File: config.mk
export PLATFORM = sky130hd
export DESIGN_NAME = bmp_stream_decoder_core
export DESIGN_NICKNAME = d
export VERILOG_FILES = /design/src/rtl/core/bsd_pkg.sv /design/src/rtl/core/bmp_stream_decoder_core.sv /design/src/rtl/core/bsd_front.sv /design/src/rtl/core/bsd_queue.sv
export VERILOG_INCLUDE_DIRS = /design/src /design/src/rtl/core
export SDC_FILE = /design/constraint.sdc
export NUM_CORES = 1
export LEC_CHECK = 0
export BUFFER_PORTS_ARGS = -buffer_cell sky130_fd_sc_hd__buf_2
export CAP_MARGIN = 5
export CORE_AREA = 2 2 253 255
export DETAILED_ROUTE_END_ITERATION = 7
export DIE_AREA = 0 0 255 257
export PLACE_DENSITY_LB_ADDON = 0.05
export SLEW_MARGIN = 20
export SYNTH_ARGS = -nofsm -noshare
export SYNTH_HDL_FRONTEND = slang
export SYNTH_SLANG_ARGS = --single-unit
export TNS_END_PERCENT = 5
File: constraint.sdc
create_clock -name clk -period 6 [get_ports clk]
set_input_delay 1.2 -clock clk [delete_from_list [all_inputs] [get_ports clk]]
set_output_delay 1.2 -clock clk [all_outputs]
set_load 0.03 [all_outputs]
File: src/rtl/core/bmp_stream_decoder_core_macros.svh
// Assertion macros for the BMP stream decoder core.
`ifndef BMP_STREAM_DECODER_CORE_MACROS_SVH
`define BMP_STREAM_DECODER_CORE_MACROS_SVH
`ifndef SYNTH
// Implication checked at every rising clock edge outside reset.
`define BSD_ASSERT(lbl, clk, rst_n, prop, msg) \
    lbl: assert property (@(posedge clk) disable iff (!rst_n) prop) else $error(msg);
// Condition that must never hold outside reset.
`define BSD_NEVER(lbl, clk, rst_n, cond, msg) \
    lbl: assert property (@(posedge clk) disable iff (!rst_n) !(cond)) else $error(msg);
`else
`define BSD_ASSERT(lbl, clk, rst_n, prop, msg)
`define BSD_NEVER(lbl, clk, rst_n, cond, msg)
`endif
`endif

File: src/rtl/core/bsd_pkg.sv
// Shared types and constants of the BMP stream decoder.
`timescale 1ns / 1ps
package bsd_pkg;
    localparam int WIDTH_CAP_DEF  = 1024;
    localparam int HEIGHT_CAP_DEF = 1024;

    localparam logic [7:0]  SIG_B      = 8'h42;
    localparam logic [7:0]  SIG_M      = 8'h4D;
    localparam logic [31:0] INFO_SIZE  = 32'd40;
    localparam logic [31:0] HDR_BYTES  = 32'd54;
    localparam logic [15:0] DEPTH_24   = 16'd24;
    localparam logic [15:0] DEPTH_32   = 16'd32;
    localparam logic [7:0]  ALPHA_OPAQUE = 8'd255;

    localparam logic [2:0] ST_PIXEL     = 3'd0;
    localparam logic [2:0] ST_BAD_SIG   = 3'd1;
    localparam logic [2:0] ST_BAD_INFO  = 3'd2;
    localparam logic [2:0] ST_COMPRESS  = 3'd3;
    localparam logic [2:0] ST_BAD_DIM   = 3'd4;
    localparam logic [2:0] ST_BAD_DEPTH = 3'd5;
    localparam logic [2:0] ST_BAD_OFS   = 3'd6;
    localparam logic [2:0] ST_TRUNC     = 3'd7;

    localparam logic CFG_MAX_WIDTH  = 1'b0;
    localparam logic CFG_MAX_HEIGHT = 1'b1;

    typedef struct packed {
        logic [2:0]  status;
        logic [19:0] pixel_index;
        logic [7:0]  red;
        logic [7:0]  green;
        logic [7:0]  blue;
        logic [7:0]  alpha;
        logic [10:0] img_width;
        logic [10:0] img_height;
        logic        is_last;
    } result_t;
endpackage

File: src/rtl/core/bmp_stream_decoder_core.sv
// Top level of the BMP stream decoder: parser front, result queue, ports.
// BMP stream decoder. Bytes of a BMP file (BITMAPINFOHEADER, uncompressed,
// 24 or 32 bit) enter through a push/full queue port, one byte per transfer;
// first_byte restarts parsing and end_marker closes the stream. The front
// parses the 54 header bytes, checks them, skips to the pixel offset and
// assembles BGR/BGRA bytes into RGBA pixels with their top-down index.
// The front handles each byte as it is taken, so one transfer per clock is
// sustained; the only stall comes from the two-entry result queue filling
// when pop is held low. Errors give one result with a nonzero status and
// is_last set, after which bytes are dropped until the next first_byte.
// max_width/max_height (cfg index 0/1) are sampled when the header's
// dimension fields complete; write them only while the block is idle.
`timescale 1ns / 1ps
`include "bmp_stream_decoder_core_macros.svh"
module bmp_stream_decoder_core #(
    parameter int WIDTH_CAP  = bsd_pkg::WIDTH_CAP_DEF,
    parameter int HEIGHT_CAP = bsd_pkg::HEIGHT_CAP_DEF
) (
    input  logic        clk,
    input  logic        rst_n,
    input  logic        push,
    output logic        full,
    input  logic [7:0]  data_byte,
    input  logic        first_byte,
    input  logic        end_marker,
    output logic        empty,
    input  logic        pop,
    output logic [2:0]  status,
    output logic [19:0] pixel_index,
    output logic [7:0]  red,
    output logic [7:0]  green,
    output logic [7:0]  blue,
    output logic [7:0]  alpha,
    output logic [10:0] img_width,
    output logic [10:0] img_height,
    output logic        is_last,
    input  logic        cfg_valid,
    output logic        cfg_ready,
    input  logic        cfg_index,
    input  logic [10:0] cfg_data
);
    logic [10:0] max_width_reg, max_height_reg;
    logic        in_take, res_push;
    logic        err_out;
    bsd_pkg::result_t res_data, out_data;

    assign cfg_ready = 1'b1;
    assign in_take   = push && !full;

    always_ff @(posedge clk or negedge rst_n)
    begin
        if (!rst_n) begin
            max_width_reg  <= 11'd640;
            max_height_reg <= 11'd480;
        end else if (cfg_valid && cfg_ready) begin
            if (cfg_index == bsd_pkg::CFG_MAX_WIDTH) max_width_reg <= cfg_data;
            else max_height_reg <= cfg_data;
        end
    end

    bsd_front #(
        .WIDTH_CAP  (WIDTH_CAP),
        .HEIGHT_CAP (HEIGHT_CAP)
    ) u_front (
        .clk        (clk),
        .rst_n      (rst_n),
        .in_take    (in_take),
        .data_byte  (data_byte),
        .first_byte (first_byte),
        .end_marker (end_marker),
        .max_width  (max_width_reg),
        .max_height (max_height_reg),
        .res_push   (res_push),
        .res_data   (res_data)
    );

    // push only on accepted bytes; a full queue already blocks input
    bsd_queue u_queue (
        .clk     (clk),
        .rst_n   (rst_n),
        .push    (res_push && in_take),
        .wr_data (res_data),
        .pop     (pop),
        .full    (full),
        .empty   (empty),
        .rd_data (out_data)
    );

    assign status       = out_data.status;
    assign pixel_index  = out_data.pixel_index;
    assign red          = out_data.red;
    assign green        = out_data.green;
    assign blue         = out_data.blue;
    assign alpha        = out_data.alpha;
    assign img_width    = out_data.img_width;
    assign img_height   = out_data.img_height;
    assign is_last      = out_data.is_last;

    // an error result is waiting at the output
    assign err_out = !empty && status != bsd_pkg::ST_PIXEL;

    `BSD_NEVER(a_full_empty, clk, rst_n, full && empty, "queue full and empty")
    `BSD_ASSERT(a_err_last, clk, rst_n, err_out |-> is_last, "error without is_last")
    `BSD_ASSERT(a_err_zero, clk, rst_n, err_out |-> (pixel_index == 20'd0 && img_width == 11'd0), "error payload")
endmodule

File: src/rtl/core/bsd_front.sv
// Byte parser: header gathering and checks, skip, pixel assembly.
`timescale 1ns / 1ps
module bsd_front #(
    parameter int WIDTH_CAP  = bsd_pkg::WIDTH_CAP_DEF,
    parameter int HEIGHT_CAP = bsd_pkg::HEIGHT_CAP_DEF
) (
    input  logic              clk,
    input  logic              rst_n,
    input  logic              in_take,
    input  logic [7:0]        data_byte,
    input  logic              first_byte,
    input  logic              end_marker,
    input  logic [10:0]       max_width,
    input  logic [10:0]       max_height,
    output logic              res_push,
    output bsd_pkg::result_t  res_data
);
    typedef enum logic [1:0] {PH_HEADER, PH_SKIP, PH_PIXEL, PH_DONE} phase_t;

    localparam logic [31:0] WCAP = 32'(WIDTH_CAP);
    localparam logic [31:0] HCAP = 32'(HEIGHT_CAP);

    phase_t      phase_reg, phase_next;
    logic [31:0] pos_reg, pos_next;
    logic [31:0] gather_reg, gather_next;
    logic [31:0] offset_reg, offset_next;
    logic [2:0]  fault_reg, fault_next;
    logic [10:0] width_reg, width_next;
    logic [10:0] height_reg, height_next;
    logic        td_reg, td_next;
    logic        bpp4_reg, bpp4_next;
    logic [10:0] rows_reg, rows_next;
    logic [12:0] bir_reg, bir_next;
    logic [1:0]  bip_reg, bip_next;
    logic [23:0] held_reg, held_next;
    logic [19:0] idx_reg, idx_next;
    logic [19:0] rstart_reg, rstart_next;
    logic [19:0] prod_reg;
    logic [12:0] data_bytes_reg, row_bytes_reg;

    phase_t      ph_e;
    logic [31:0] pos_e, gather_e, habs, wlim, hlim;
    logic [2:0]  fault_a;
    logic [12:0] data_bytes_c;
    logic [10:0] hm1;
    logic [21:0] prod_full;

    function automatic logic [2:0] note(input logic [2:0] f, input logic [2:0] c);
        note = (f == 3'd0 || c < f) ? c : f;
    endfunction

    assign wlim = (32'(max_width) < WCAP) ? 32'(max_width) : WCAP;
    assign hlim = (32'(max_height) < HCAP) ? 32'(max_height) : HCAP;
    assign data_bytes_c = bpp4_reg ? {width_reg, 2'b00}
                                   : (13'(width_reg) + {1'b0, width_reg, 1'b0});
    assign hm1 = height_reg - 11'd1;
    assign prod_full = hm1 * width_reg;

    always_comb
    begin
        ph_e     = first_byte ? PH_HEADER : phase_reg;
        pos_e    = first_byte ? 32'd0 : pos_reg;
        gather_e = first_byte ? 32'd0 : gather_reg;
        fault_a  = first_byte ? 3'd0 : fault_reg;
        phase_next = ph_e;       pos_next = pos_e;
        gather_next = gather_e;  offset_next = offset_reg;
        fault_next = fault_a;    width_next = width_reg;
        height_next = height_reg; td_next = td_reg;
        bpp4_next = bpp4_reg;    rows_next = rows_reg;
        bir_next = bir_reg;      bip_next = bip_reg;
        held_next = held_reg;    idx_next = idx_reg;
        rstart_next = rstart_reg;
        habs = 32'd0;
        res_push = 1'b0;
        res_data = '0;
        res_data.is_last = 1'b1;
        if (end_marker) begin
            if (ph_e != PH_DONE) begin
                res_push = 1'b1;
                res_data.status = bsd_pkg::ST_TRUNC;
                phase_next = PH_DONE;
            end
        end else begin
            unique case (ph_e)
                PH_HEADER:
                begin
                    gather_next = {data_byte, gather_e[31:8]};
                    pos_next = pos_e + 32'd1;
                    if ((pos_e == 32'd0 && data_byte != bsd_pkg::SIG_B) ||
                        (pos_e == 32'd1 && data_byte != bsd_pkg::SIG_M))
                        fault_next = note(fault_a, bsd_pkg::ST_BAD_SIG);
                    case (pos_e)
                        32'd13:
                        begin
                            offset_next = gather_next;
                            if (fault_next == bsd_pkg::ST_BAD_SIG) begin
                                res_push = 1'b1;
                                res_data.status = bsd_pkg::ST_BAD_SIG;
                                phase_next = PH_DONE;
                            end
                        end
                        32'd17:
                            if (gather_next != bsd_pkg::INFO_SIZE)
                                fault_next = note(fault_a, bsd_pkg::ST_BAD_INFO);
                        32'd21:
                        begin
                            width_next = gather_next[10:0];
                            if (gather_next[31] || gather_next == 32'd0 || gather_next > wlim)
                                fault_next = note(fault_a, bsd_pkg::ST_BAD_DIM);
                        end
                        32'd25:
                        begin
                            td_next = gather_next[31];
                            habs = gather_next[31] ? (32'd0 - gather_next) : gather_next;
                            height_next = habs[10:0];
                            if (habs == 32'd0 || habs > hlim)
                                fault_next = note(fault_a, bsd_pkg::ST_BAD_DIM);
                        end
                        32'd29:
                            if (gather_next[31:16] == bsd_pkg::DEPTH_24) bpp4_next = 1'b0;
                            else if (gather_next[31:16] == bsd_pkg::DEPTH_32) bpp4_next = 1'b1;
                            else fault_next = note(fault_a, bsd_pkg::ST_BAD_DEPTH);
                        32'd33:
                            if (gather_next != 32'd0)
                                fault_next = note(fault_a, bsd_pkg::ST_COMPRESS);
                        32'd53:
                        begin
                            if (fault_a != 3'd0) begin
                                res_push = 1'b1;
                                res_data.status = fault_a;
                                phase_next = PH_DONE;
                            end else if (offset_reg < bsd_pkg::HDR_BYTES) begin
                                res_push = 1'b1;
                                res_data.status = bsd_pkg::ST_BAD_OFS;
                                phase_next = PH_DONE;
                            end else if (offset_reg == bsd_pkg::HDR_BYTES) begin
                                phase_next = PH_PIXEL;
                            end else begin
                                phase_next = PH_SKIP;
                            end
                        end
                        default: ;
                    endcase
                    if (pos_e == 32'd53 && phase_next == PH_PIXEL) begin
                        rows_next = '0; bir_next = '0; bip_next = '0; held_next = '0;
                        idx_next = td_reg ? 20'd0 : prod_reg;
                        rstart_next = prod_reg;
                    end
                end
                PH_SKIP:
                begin
                    pos_next = pos_e + 32'd1;
                    if (pos_next == offset_reg) begin
                        phase_next = PH_PIXEL;
                        rows_next = '0; bir_next = '0; bip_next = '0; held_next = '0;
                        idx_next = td_reg ? 20'd0 : prod_reg;
                        rstart_next = prod_reg;
                    end
                end
                PH_PIXEL:
                begin
                    bir_next = bir_reg + 13'd1;
                    if (bir_reg < data_bytes_reg) begin
                        if (bip_reg != 2'd3)
                            held_next = held_reg | (24'(data_byte) << {bip_reg, 3'b000});
                        if ((bip_reg == 2'd2 && !bpp4_reg) || bip_reg == 2'd3) begin
                            res_push = 1'b1;
                            res_data.status = bsd_pkg::ST_PIXEL;
                            res_data.pixel_index = idx_reg;
                            res_data.red   = held_next[23:16];
                            res_data.green = held_next[15:8];
                            res_data.blue  = held_next[7:0];
                            res_data.alpha = bpp4_reg ? data_byte : bsd_pkg::ALPHA_OPAQUE;
                            res_data.img_width  = width_reg;
                            res_data.img_height = height_reg;
                            res_data.is_last = (12'(rows_reg) + 12'd1 == 12'(height_reg)) &&
                                               (bir_next == data_bytes_reg);
                            idx_next = idx_reg + 20'd1;
                            bip_next = 2'd0;
                            held_next = '0;
                        end else begin
                            bip_next = bip_reg + 2'd1;
                        end
                    end
                    if (res_push && res_data.is_last) begin
                        phase_next = PH_DONE;
                    end else if (bir_next >= row_bytes_reg) begin
                        bir_next = '0;
                        rows_next = rows_reg + 11'd1;
                        // bottom-up rows step back one width; top-down just continue
                        if (!td_reg) begin
                            rstart_next = rstart_reg - 20'(width_reg);
                            idx_next = rstart_next;
                        end
                    end
                end
                PH_DONE: ;
                default: ;
            endcase
        end
    end

    always_ff @(posedge clk or negedge rst_n)
    begin
        if (!rst_n) begin
            phase_reg <= PH_HEADER;
            pos_reg   <= '0;
            gather_reg <= '0;
            fault_reg <= '0;
        end else if (in_take) begin
            phase_reg <= phase_next;
            pos_reg   <= pos_next;
            gather_reg <= gather_next;
            fault_reg <= fault_next;
        end
    end

    always_ff @(posedge clk)
    begin
        prod_reg       <= prod_full[19:0];
        data_bytes_reg <= data_bytes_c;
        row_bytes_reg  <= (data_bytes_c + 13'd3) & ~13'd3;
        if (in_take) begin
            offset_reg <= offset_next;
            width_reg  <= width_next;
            height_reg <= height_next;
            td_reg     <= td_next;
            bpp4_reg   <= bpp4_next;
            rows_reg   <= rows_next;
            bir_reg    <= bir_next;
            bip_reg    <= bip_next;
            held_reg   <= held_next;
            idx_reg    <= idx_next;
            rstart_reg <= rstart_next;
        end
    end
endmodule

File: src/rtl/core/bsd_queue.sv
// Two-entry result queue between the parser and the output ports.
`timescale 1ns / 1ps
module bsd_queue (
    input  logic              clk,
    input  logic              rst_n,
    input  logic              push,
    input  bsd_pkg::result_t  wr_data,
    input  logic              pop,
    output logic              full,
    output logic              empty,
    output bsd_pkg::result_t  rd_data
);
    bsd_pkg::result_t mem_reg [2];
    logic       wp_reg, rp_reg;
    logic [1:0] cnt_reg;
    logic       do_push, do_pop;

    assign full    = cnt_reg == 2'd2;
    assign empty   = cnt_reg == 2'd0;
    assign do_push = push && !full;
    assign do_pop  = pop && !empty;
    assign rd_data = mem_reg[rp_reg];

    always_ff @(posedge clk or negedge rst_n)
    begin
        if (!rst_n) begin
            wp_reg  <= 1'b0;
            rp_reg  <= 1'b0;
            cnt_reg <= 2'd0;
        end else begin
            if (do_push) wp_reg <= ~wp_reg;
            if (do_pop)  rp_reg <= ~rp_reg;
            cnt_reg <= cnt_reg + 2'(do_push) - 2'(do_pop);
        end
    end

    always_ff @(posedge clk)
    begin
        if (do_push) mem_reg[wp_reg] <= wr_data;
    end
endmodule
# Yosys cells after proc, flatten, opt, wreduce, memory -nomap -nowiden
# Memory sizes are Yosys's and may differ from the RTL's.
# Index checks and enable logic that the tools add are counted.
# W data, S select, Z words.
dict set report word_totals {
  word_cells 237
  mem_bits_rw 156
  memories 1
  input_bits 27
  regBits 285
}
# memory depth width read_ports rd_clocked_by_memory_dff write_ports line_no
set mem_list {}
lappend mem_list {u_queue.mem_reg 2 78 1 0 1 bsd_queue.sv:13} ;# bsd_pkg::result_t mem_reg [2];
dict set report op_classes {
  eq_ne 32
  mul 1
  n_reduce_logical 44
  magnitude_cmp 12
  n_bitwise 5
  n_mux 105
  shift 1
  addsub 13
}
# operator n
set ops {}
lappend ops {{$mux W20} 13}
lappend ops {{$mux W78} 3}
lappend ops {{$mux W75} 3}
lappend ops {{$mux W32} 7}
lappend ops {{$eq A32 B5 Y1 const B} 4}
lappend ops {{$mux W24} 5}
lappend ops {{$pmux W20 S3} 2}
lappend ops {{$eq A32 B6 Y1 const B} 3}
lappend ops {{$logic_not A32 Y1} 3}
lappend ops {{$pmux W24 S3} 1}
lappend ops {{$mux W11} 6}
lappend ops {{$mux W13} 5}
lappend ops {{$gt A32 B32 Y1} 2}
lappend ops {{$mux W3} 21}
lappend ops {{$pmux W13 S3} 1}
lappend ops {{$pmux W11 S3} 1}
lappend ops {{$add A32 B1 Y32 const B} 1}
lappend ops {{$eq A32 B1 Y1 const B} 1}
lappend ops {{$eq A32 B32 Y1} 1}
lappend ops {{$eq A32 B4 Y1 const B} 1}
lappend ops {{$lt A32 B6 Y1 const B} 1}
lappend ops {{$ne A32 B6 Y1 const B} 1}
lappend ops {{$reduce_bool A32 Y1} 1}
lappend ops {{$sub A1 B32 Y32 const A} 1}
lappend ops {{other kinds (53)} 125}

# Longest topological paths before layout
# Gate-level depths: netlist (run 1).
dict set report logic_depth {
  ltp_word 16
  depth_mapped 25
  mapped_depth_nobuf 24
}

# Hierarchy
# A second synthesis (run 1) with hierarchy kept.
dict set report hier_totals {
  hier_cells 2717
  hier_area_um2 27951.8
}
# mod area_each_um2 n_inst cells_each seq_area_each_um2
set by_module_without_submodules {}
lappend by_module_without_submodules {bsd_front 21142.8 1 2404 6791.5}
lappend by_module_without_submodules {bsd_queue 5861.9 1 261 4784.6}
lappend by_module_without_submodules {bmp_stream_decoder_core 947.2 1 52 558.0}

# Worst setup path before layout (run 1)
# No wires, ideal clock.
dict set report synth_timing {
  path_kind {input-to-reg}
  startpoint {input port first_byte}
  endpoint {memory u_queue.mem_reg[0][0] in the netlist's numbering (enable)}
  arrival_ns 7.594
  setup_time_ns 0.524
  cell_stages 17
  n_path_buf 5
  required_time_ns 5.476
  setup_slack_ns -2.119
  cell_sequence {buf_2 > buf_2 > inv_1 > clkbuf_1 > clkbuf_1 > clkbuf_1 > nand2_1 > inv_1 > ha_1 > nor2b_1 > nor3b_1 > and4_1 > nand2_1 > nand2_1 > o21ai_0 > a31oi_1 > nor2b_1}
}
dict set report synth_via {
  elab_chain_cells 16
}
# item line_no
set synth_rtl {}
lappend synth_rtl {{start, declared} bmp_stream_decoder_core.sv:24} ;# input logic first_byte,
lappend synth_rtl {{$mux W3 / $mux W32 (equally long branches)} {bsd_front.sv:64, bsd_front.sv:62}}
lappend synth_rtl {{$lt A1 B3 Y1, or another cell as far along} bsd_front.sv:49} ;# note = (f == 3'd0 || c < f) ? c : f;
lappend synth_rtl {{$logic_or A1 B1 Y1, or another cell as far along} bsd_front.sv:49}
lappend synth_rtl {{$mux W3 / $logic_or A1 B1 Y1 (equally long branches)} {bsd_front.sv:49, bsd_front.sv:89}}
lappend synth_rtl {{$mux W3} bsd_front.sv:89} ;# if ((pos_e == 32'd0 && data_byte != bsd_pkg::SIG_B) ||
lappend synth_rtl {{$mux W3} bsd_front.sv:84} ;# unique case (ph_e)
lappend synth_rtl {{$mux W3} bsd_front.sv:77} ;# if (end_marker) begin
lappend synth_rtl {{$eq A3 B1 Y1} bsd_front.sv:96} ;# if (fault_next == bsd_pkg::ST_BAD_SIG) begin
lappend synth_rtl {{$mux W1} bsd_front.sv:96}
lappend synth_rtl {{$pmux W1 S2} bsd_front.sv:92} ;# case (pos_e)
lappend synth_rtl {{$pmux W1 S2} bsd_front.sv:84}
lappend synth_rtl {{$mux W1 (*)} bsd_front.sv:77}
lappend synth_rtl {{$logic_and A1 B1 Y1 (*)} bmp_stream_decoder_core.sv:81} ;# .push (res_push && in_take),
lappend synth_rtl {{$logic_and A1 B1 Y1 (*)} bsd_queue.sv:20} ;# assign do_push = push && !full;
lappend synth_rtl {{net u_queue.do_push} bsd_queue.sv:16} ;# logic do_push, do_pop;
lappend synth_rtl {{$mux W1 (*)} bsd_queue.sv:39} ;# if (do_push) mem_reg[wp_reg] <= wr_data;
lappend synth_rtl {{$mux W1 (implied by the code) (*)} bsd_queue.sv:39}
lappend synth_rtl {{end, declared} bsd_queue.sv:13}
# Mark *: on every way through the listed nets, which the timed path passes. The rest lies on a longest branch. The select of a mux whose other input is x is not followed.

# Final worst setup path (run 1)
dict set report layout_timing {
  startpoint {register u_front.height_reg[4]}
  endpoint {register u_front.prod_reg[19]}
}
dict set report layout_via {
  elab_chain_cells 2
}
# item line_no
set layout_rtl {}
lappend layout_rtl {{start, declared} bsd_front.sv:29} ;# logic [10:0] height_reg, height_next;
lappend layout_rtl {{start signal, assigned} bsd_front.sv:226} ;# height_reg <= height_next;
lappend layout_rtl {{$sub A11 B1 Y11} bsd_front.sv:56} ;# assign hm1 = height_reg - 11'd1;
lappend layout_rtl {{$mul A11 B11 Y20} bsd_front.sv:57} ;# assign prod_full = hm1 * width_reg;
lappend layout_rtl {{net u_front.prod_full[19]} bsd_front.sv:46} ;# logic [21:0] prod_full;
lappend layout_rtl {{end signal, assigned} bsd_front.sv:220} ;# prod_reg <= prod_full[19:0];
lappend layout_rtl {{end, declared} bsd_front.sv:38} ;# logic [19:0] prod_reg;
# The timed path passes the listed nets, and every way through them passes these cells.
# A chain may end at the register's enable or synchronous reset.

==> results.py, run 1 <==
metrics = {
    "layout": {
        "area_growth_pct": 13.6,
        "register_area_um2": 12100,
        "fin_area_um2": 31800,
        "largest_register_ffs": 156,
        "n_fill_cell": 5781,
        "nets": 3172,
        "final_layout_size_suffix_gt1_share_pct": 15.8,
        "diodes": 0,
        "multiInputGateArea_um2": 14800,
    },
    "sta": {
        "max-slew-margin-rel_pct": 21.1,
        "hold_viol": 0,
        "timing_max_transition_violations_final": 0,
        "grt_setup_unrepaired": "true",
        "max_freq_ghz": 0.167,
        "finalCriticalPeriod_ns": 5.99,
        "setup_violations": 0,
        "skew_ns": 0.0185,
        "post-route-period-util_pct": 99.9,
        "worst_slew_pin_slew_ns": 1.18,
        "hold_ws_ns": 0.505,
    },
    "drt": {
        "drt_iter0_drc": 1437,
        "wl_mm": 86.8,
        "drt-pass1-iter-count": 6,
        "ant_nets": 0,
        "via_per_inst": 5.76,
        "wl_per_cell_um": 22.7,
        "vias": 22000,
        "remaining_drc_errors": 0,
    },
    "floorplan": {
        "die_w_um": 255,
        "rows": 92,
        "die_h_um": 257,
        "coreArea_um2": 62700,
        "die_area_um2": 65500,
        "initial_core_util_pct": 44.6,
        "ios": 108,
    },
    "synthesis": {
        "async_flop_share_pct": 20.1,
        "ys_ff_latch": 433,
        "synth_edf_count": 302,
        "syn_inst": 2813,
        "postSynthNetCount": 3053,
        "syn_avg_cell_area_um2": 9.95,
        "synthDistinctLibCells": 89,
        "yosysWarnings": 0,
        "ys_seq_area_share_pct": 43.4,
        "synthFlopType": "edfxtp_1",
        "syn_area_um2": 28000,
    },
    "grt": {
        "grt_max_degree": 114,
        "grt_pass1_vias": 22200,
        "grt_overflow": 0,
        "grt_first_pass_wirelength_mm": 133,
        "grt_use_total_pct": 26.6,
        "grt_antenna_before_repair": 0,
    },
    "clock_network": {
        "tritoncts": "yes",
        "cts_buffer_depth": 3,
        "cts_buffers": 50,
        "cts_hold_buf": 0,
        "cts-root-buf": "clkbuf_16",
        "clk_pin_slew_ns": 0.07,
        "htree_num_levels": 2,
        "clock_sinks": 433,
        "clk_latency_ns": 0.62,
    },
    "critical_path": {
        "worst-path-max-fanout": 4,
        "crit_path_start": "u_front.height_reg[4]$_DFFE_PP_",
        "critPathCaptureType": "register",
        "critPathKind": "reg2reg",
        "r2r_start": "u_front.height_reg[4]$_DFFE_PP_",
        "crit_path_start_kind": "register",
        "required_ns": 6.53,
        "cp.arrival_ns": 6.53,
    },
    "hold_path": {
        "hold_path.class": "reg2reg",
        "hold_start": "max_height_reg[0]$_DFFE_PN0P_",
    },
    "placed_design": {
        "gp_congestion": 0.942,
        "dp_hpwl_mm": 64.9,
        "io_buffers": 106,
        "post_dp_cell_area_um2": 29800,
    },
    "flow_run": {
        "drv_cap": 0,
    },
    "power": {
        "p_leak_nw": 12.6,
        "pwr_density_cell_nw_per_um2": 310,
        "peakVddDrop_uv": 208,
    },
    "outcome": {
        "outcome": "complete, no violations",
    },
}
## cells by family after synthesis
| group | Yosys count | synth area share (%) |
|---|---|---|
| simple gates | 1017 | 18.0 |
| compound gates | 508 | 11.8 |
| flops | 433 | 43.4 |
| buf+inv | 342 | 4.71 |
| fa+ha+maj | 214 | 11.7 |
| xor+xnor | 179 | 5.65 |
| mux | 119 | 4.72 |
| other cells | 1 | 0.0134 |
## worst max-delay path: stages (launching register included)
cell       delay [ns]
edfxtp_1         0.41
nor3_2           0.25
nand3b_1         0.17
or3_4            0.46
nor3_4           0.22
xnor2_2          0.11
nand2b_4         0.15
fa_1             0.51
inv_1            0.05
fa_1             0.46
fa_1             0.49
fa_1             0.51
inv_1            0.05
fa_1             0.49
inv_2            0.05
ha_4             0.23
nand2_1          0.06
nand2_1          0.06
a41o_1           0.23
o41ai_2          0.30
buf_4            0.18
o2111ai_4        0.12
a21oi_2          0.18
xor2_1           0.16
## layout by cell type (no fill, tap or decap), drive strengths merged, types with 63 or more instances in the layout
cell    count
a21oi     122
nand3      66
nor2b      65
dfrtp      81
fa         81
nor3       75
xnor2     111
xor2       67
inv       194
clkbuf     63
o21ai     129
nand2     256
buf       213
mux2      103
ha        132
nor2      274
edfxtp    302
## Yosys cell counts, types with 17 or more instances
master	instances	area, um2
xor2_1	67	587
nand4_1	33	206
inv_1	187	702
o31ai_1	23	173
edfxtp_1	302	9070
and2_1	61	382
nor2b_1	65	407
nor2_1	274	1030
nand2b_1	23	144
nor3_1	75	375
o22ai_1	25	156
a21o_1	21	158
nand2_1	256	961
a22oi_1	22	165
xnor2_1	111	972
fa_1	81	1620
dfxtp_1	44	881
a31oi_1	17	106
a21oi_1	122	611
buf_2	19	95.1
o21ai_0	126	631
nand3_1	65	325
mux2_2	103	1160
nor4_1	51	319
clkbuf_1	112	420
and3_1	24	150
or3_1	22	138
dfrtp_1	81	2030
ha_1	132	1650
## cell type report
type | instances | share of cell area, %
Inverter | 196 | 2.32
Multi-Input combinational cell | 2038 | 46.5
Clock buffer | 63 | 4.19
Timing Repair Buffer | 213 | 4.27
Sequential cell | 433 | 38.2
Tap cell | 846 | 3.33
Clock inverter | 31 | 1.17
## path summary, 6_finish.rpt
check / depth (start not counted) / end / slack (ns)
min reg2reg: 1 / max_height_reg[0]$_DFFE_PN0P_ / 0.50
max reg2reg: 23 / u_front.prod_reg[19]$_DFF_P_ / 0.005
min: 1 / max_height_reg[0]$_DFFE_PN0P_ / 0.50
max: 23 / u_front.prod_reg[19]$_DFF_P_ / 0.005
max in group asynchronous: 2 / max_width_reg[1]$_DFFE_PN0P_ / 4.28
min in group asynchronous: 1 / u_front.pos_reg[15]$_DFFE_PN0P_ / 0.55
## timing repair
item	in CTS	in global routing
gates resized for setup	8	34
pin swaps	3	36
hold endpoints to repair	0	0
setup endpoints to repair	4	5
setup buffers	0	9
## stage by stage
step                      setup WS, ns  instances  power (mW)  util, %  setup TNS [ns]
after floorplan                 -0.444       2813        5.75        -          -49.33
after global placement          -0.139       3717        6.68     47.5          -0.274
after detailed placement        -0.177       3717        6.71     47.5          -0.380
after CTS                       0.0208       3811        9.91     50.3               0
after global routing            -0.177       3820        10.3     50.6          -0.641
final                          0.00540       3820        9.84     50.6               0
## power breakdown
group | switching [mW] | total (mW) | internal, mW
Combinational | 1.81 | 2.78 | 0.968
Sequential | 0.372 | 3.88 | 3.51
Clock | 1.30 | 3.18 | 1.88
## layer usage
layer	global-route usage [%]	routed length, um
met5	0	0
met2	46.3	43300
met3	3.44	4280
met1	33.3	35300
met4	10.4	3880
Note: power is estimated with default switching activity, not from simulation.
==> run 2: changes to the inputs <==
- RECOVER_POWER: default -> 50
==> results.py, run 2 (synthesis results as in run 1) <==
metrics = {
    "critical_path": {
        "critPathCaptureType": "register",
        "cp.arrival_ns": 6.52,
        "reg2regPathDepth": 23,
        "crit_path_start_kind": "register",
        "crit_path_start": "u_front.height_reg[4]$_DFFE_PP_",
        "r2r_start": "u_front.height_reg[4]$_DFFE_PP_",
        "worst-path-max-fanout": 4,
        "critPathKind": "reg2reg",
        "required_ns": 6.53,
    },
    "grt": {
        "grt_overflow": 0,
        "grt_antenna_before_repair": 0,
        "gr-usage-met1_pct": 33.3,
        "grtUsageMet2_pct": 46.3,
        "grt_max_degree": 114,
        "grt_first_pass_wirelength_mm": 133,
        "top_usage_layer": "met2",
        "grt_pass1_vias": 22200,
        "use_met3_pct": 3.44,
        "grt_use_total_pct": 26.6,
    },
    "floorplan": {
        "rows": 92,
        "die_area_um2": 65500,
        "die_h_um": 257,
        "coreArea_um2": 62700,
        "initial_core_util_pct": 44.6,
        "ios": 108,
        "die_w_um": 255,
    },
    "drt": {
        "remaining_drc_errors": 0,
        "drt_iter0_drc": 1445,
        "drt-pass1-iter-count": 5,
        "ant_nets": 0,
        "wl_mm": 86.8,
        "wl_per_cell_um": 22.7,
        "vias": 22100,
        "via_per_inst": 5.78,
    },
    "layout": {
        "diodes": 0,
        "nets": 3172,
        "stdcell_count": 3820,
        "largest_register_ffs": 156,
        "area_growth_pct": 13.3,
        "final_layout_size_suffix_gt1_share_pct": 14.9,
        "layout_commonest_cell": "edfxtp_1",
        "final_cell_mix": "302 x edfxtp_1, 273 x nor2_1, 254 x nand2_1",
    },
    "sta": {
        "setup_violations": 0,
        "hold_viol": 0,
        "hold_ws_ns": 0.501,
        "post-route-period-util_pct": 99.8,
        "max-slew-margin-rel_pct": -114,
        "skew_ns": 0.0190,
        "worst_slew_pin_slew_ns": 3.22,
        "finalCriticalPeriod_ns": 5.99,
        "grt_setup_unrepaired": "true",
        "max_freq_ghz": 0.167,
        "timing_max_transition_violations_final": 280,
    },
    "outcome": {
        "failed_checks": "max-capacitance violations, max-slew violations",
        "outcome": "finished with violations",
    },
    "power": {
        "peakVddDrop_uv": 208,
        "pwr_density_cell_nw_per_um2": 311,
        "p_leak_nw": 12.5,
    },
    "clock_network": {
        "cts_buffers": 50,
        "cts-root-buf": "clkbuf_16",
        "tritoncts": "yes",
        "clk_pin_slew_ns": 0.07,
        "cts_hold_buf": 0,
        "clock_sinks": 433,
        "clk_latency_ns": 0.62,
        "cts_buffer_depth": 3,
        "htree_num_levels": 2,
    },
    "placed_design": {
        "dp.cells": 3717,
        "dp_hpwl_mm": 64.9,
        "gp_congestion": 0.942,
        "io_buffers": 106,
    },
    "flow_run": {
        "drv_cap": 6,
    },
    "hold_path": {
        "hold_start": "u_queue.cnt_reg[1]$_DFF_PN0_",
        "hold_path.class": "reg2reg",
        "holdPathStages": 1,
    },
}
run 2: cell count changes in the layout (fill, tap and decap cells not counted), sizes merged:
| cell | change |
|---|---|
| clkbuf | +24 |
| buf | -24 |
run 2: final cells by class:
cell class / count / area (um2)
Multi-Input combinational cell: 2038 / 14800
Clock inverter: 31 / 372
Timing Repair Buffer: 213 / 1290
Fill cell: 5800 / 31000
Clock buffer: 63 / 1330
Tap cell: 846 / 1060
Inverter: 196 / 736
Sequential cell: 433 / 12100
run 2: layer usage:
layer	wire length, um	vias up
met3	4250	185
li1	-	10300
met5	0	-
met4	3890	0
met1	35400	10900
met2	43300	674
run 2: what timing repair did:
item | CTS | global route
cloned | 0 | 0
pin swaps | 3 | 36
endpoints found under the setup margin | 4 | 5
setup buffers | 0 | 9
gates resized for setup | 8 | 34
run 2: worst paths after layout:
kind / end / slack [ns]
setup / recovery: u_front.prod_reg[19]$_DFF_P_ / 0.01
hold / removal: u_queue.cnt_reg[1]$_DFF_PN0_ / 0.50
setup reg to reg: u_front.prod_reg[19]$_DFF_P_ / 0.01
hold reg to reg: u_queue.cnt_reg[1]$_DFF_PN0_ / 0.50
max in group asynchronous: max_width_reg[1]$_DFFE_PN0P_ / 0.92
min in group asynchronous: u_front.pos_reg[15]$_DFFE_PN0P_ / 1.17
run 2: where the power goes:
group	internal [mW]	leakage, nW	switching [mW]
Clock	1.88	0.836	1.29
Combinational	0.975	7.40	1.81
Sequential	3.51	4.29	0.372
run 2: critical path, stage by stage (launching register included):
cell and delay (ns):
edfxtp_1 0.41, nor3_2 0.25, nand3b_1 0.17, or3_4 0.46
nor3_4 0.22, xnor2_2 0.11, nand2b_4 0.15, fa_1 0.51
inv_1 0.05, fa_1 0.46, fa_1 0.49, fa_1 0.51
inv_1 0.05, fa_1 0.49, inv_2 0.05, ha_4 0.23
nand2_1 0.06, nand2_1 0.06, a41o_1 0.23, o41ai_2 0.30
buf_4 0.18, o2111ai_4 0.12, a21oi_2 0.18, xor2_1 0.16
run 2: through the flow:
stage	utilization, %	setup TNS (ns)	power, mW	setup slack (ns)	instance area (um2)
after floorplan	-	-49.33	5.75	-0.444	28000
after global placement	47.5	-0.274	6.68	-0.139	29800
after detailed placement	47.5	-0.380	6.71	-0.177	29800
after CTS	50.3	0	9.91	0.0208	31500
after global routing	50.5	-0.641	10.3	-0.177	31700
final	50.5	0	9.84	0.00963	31700
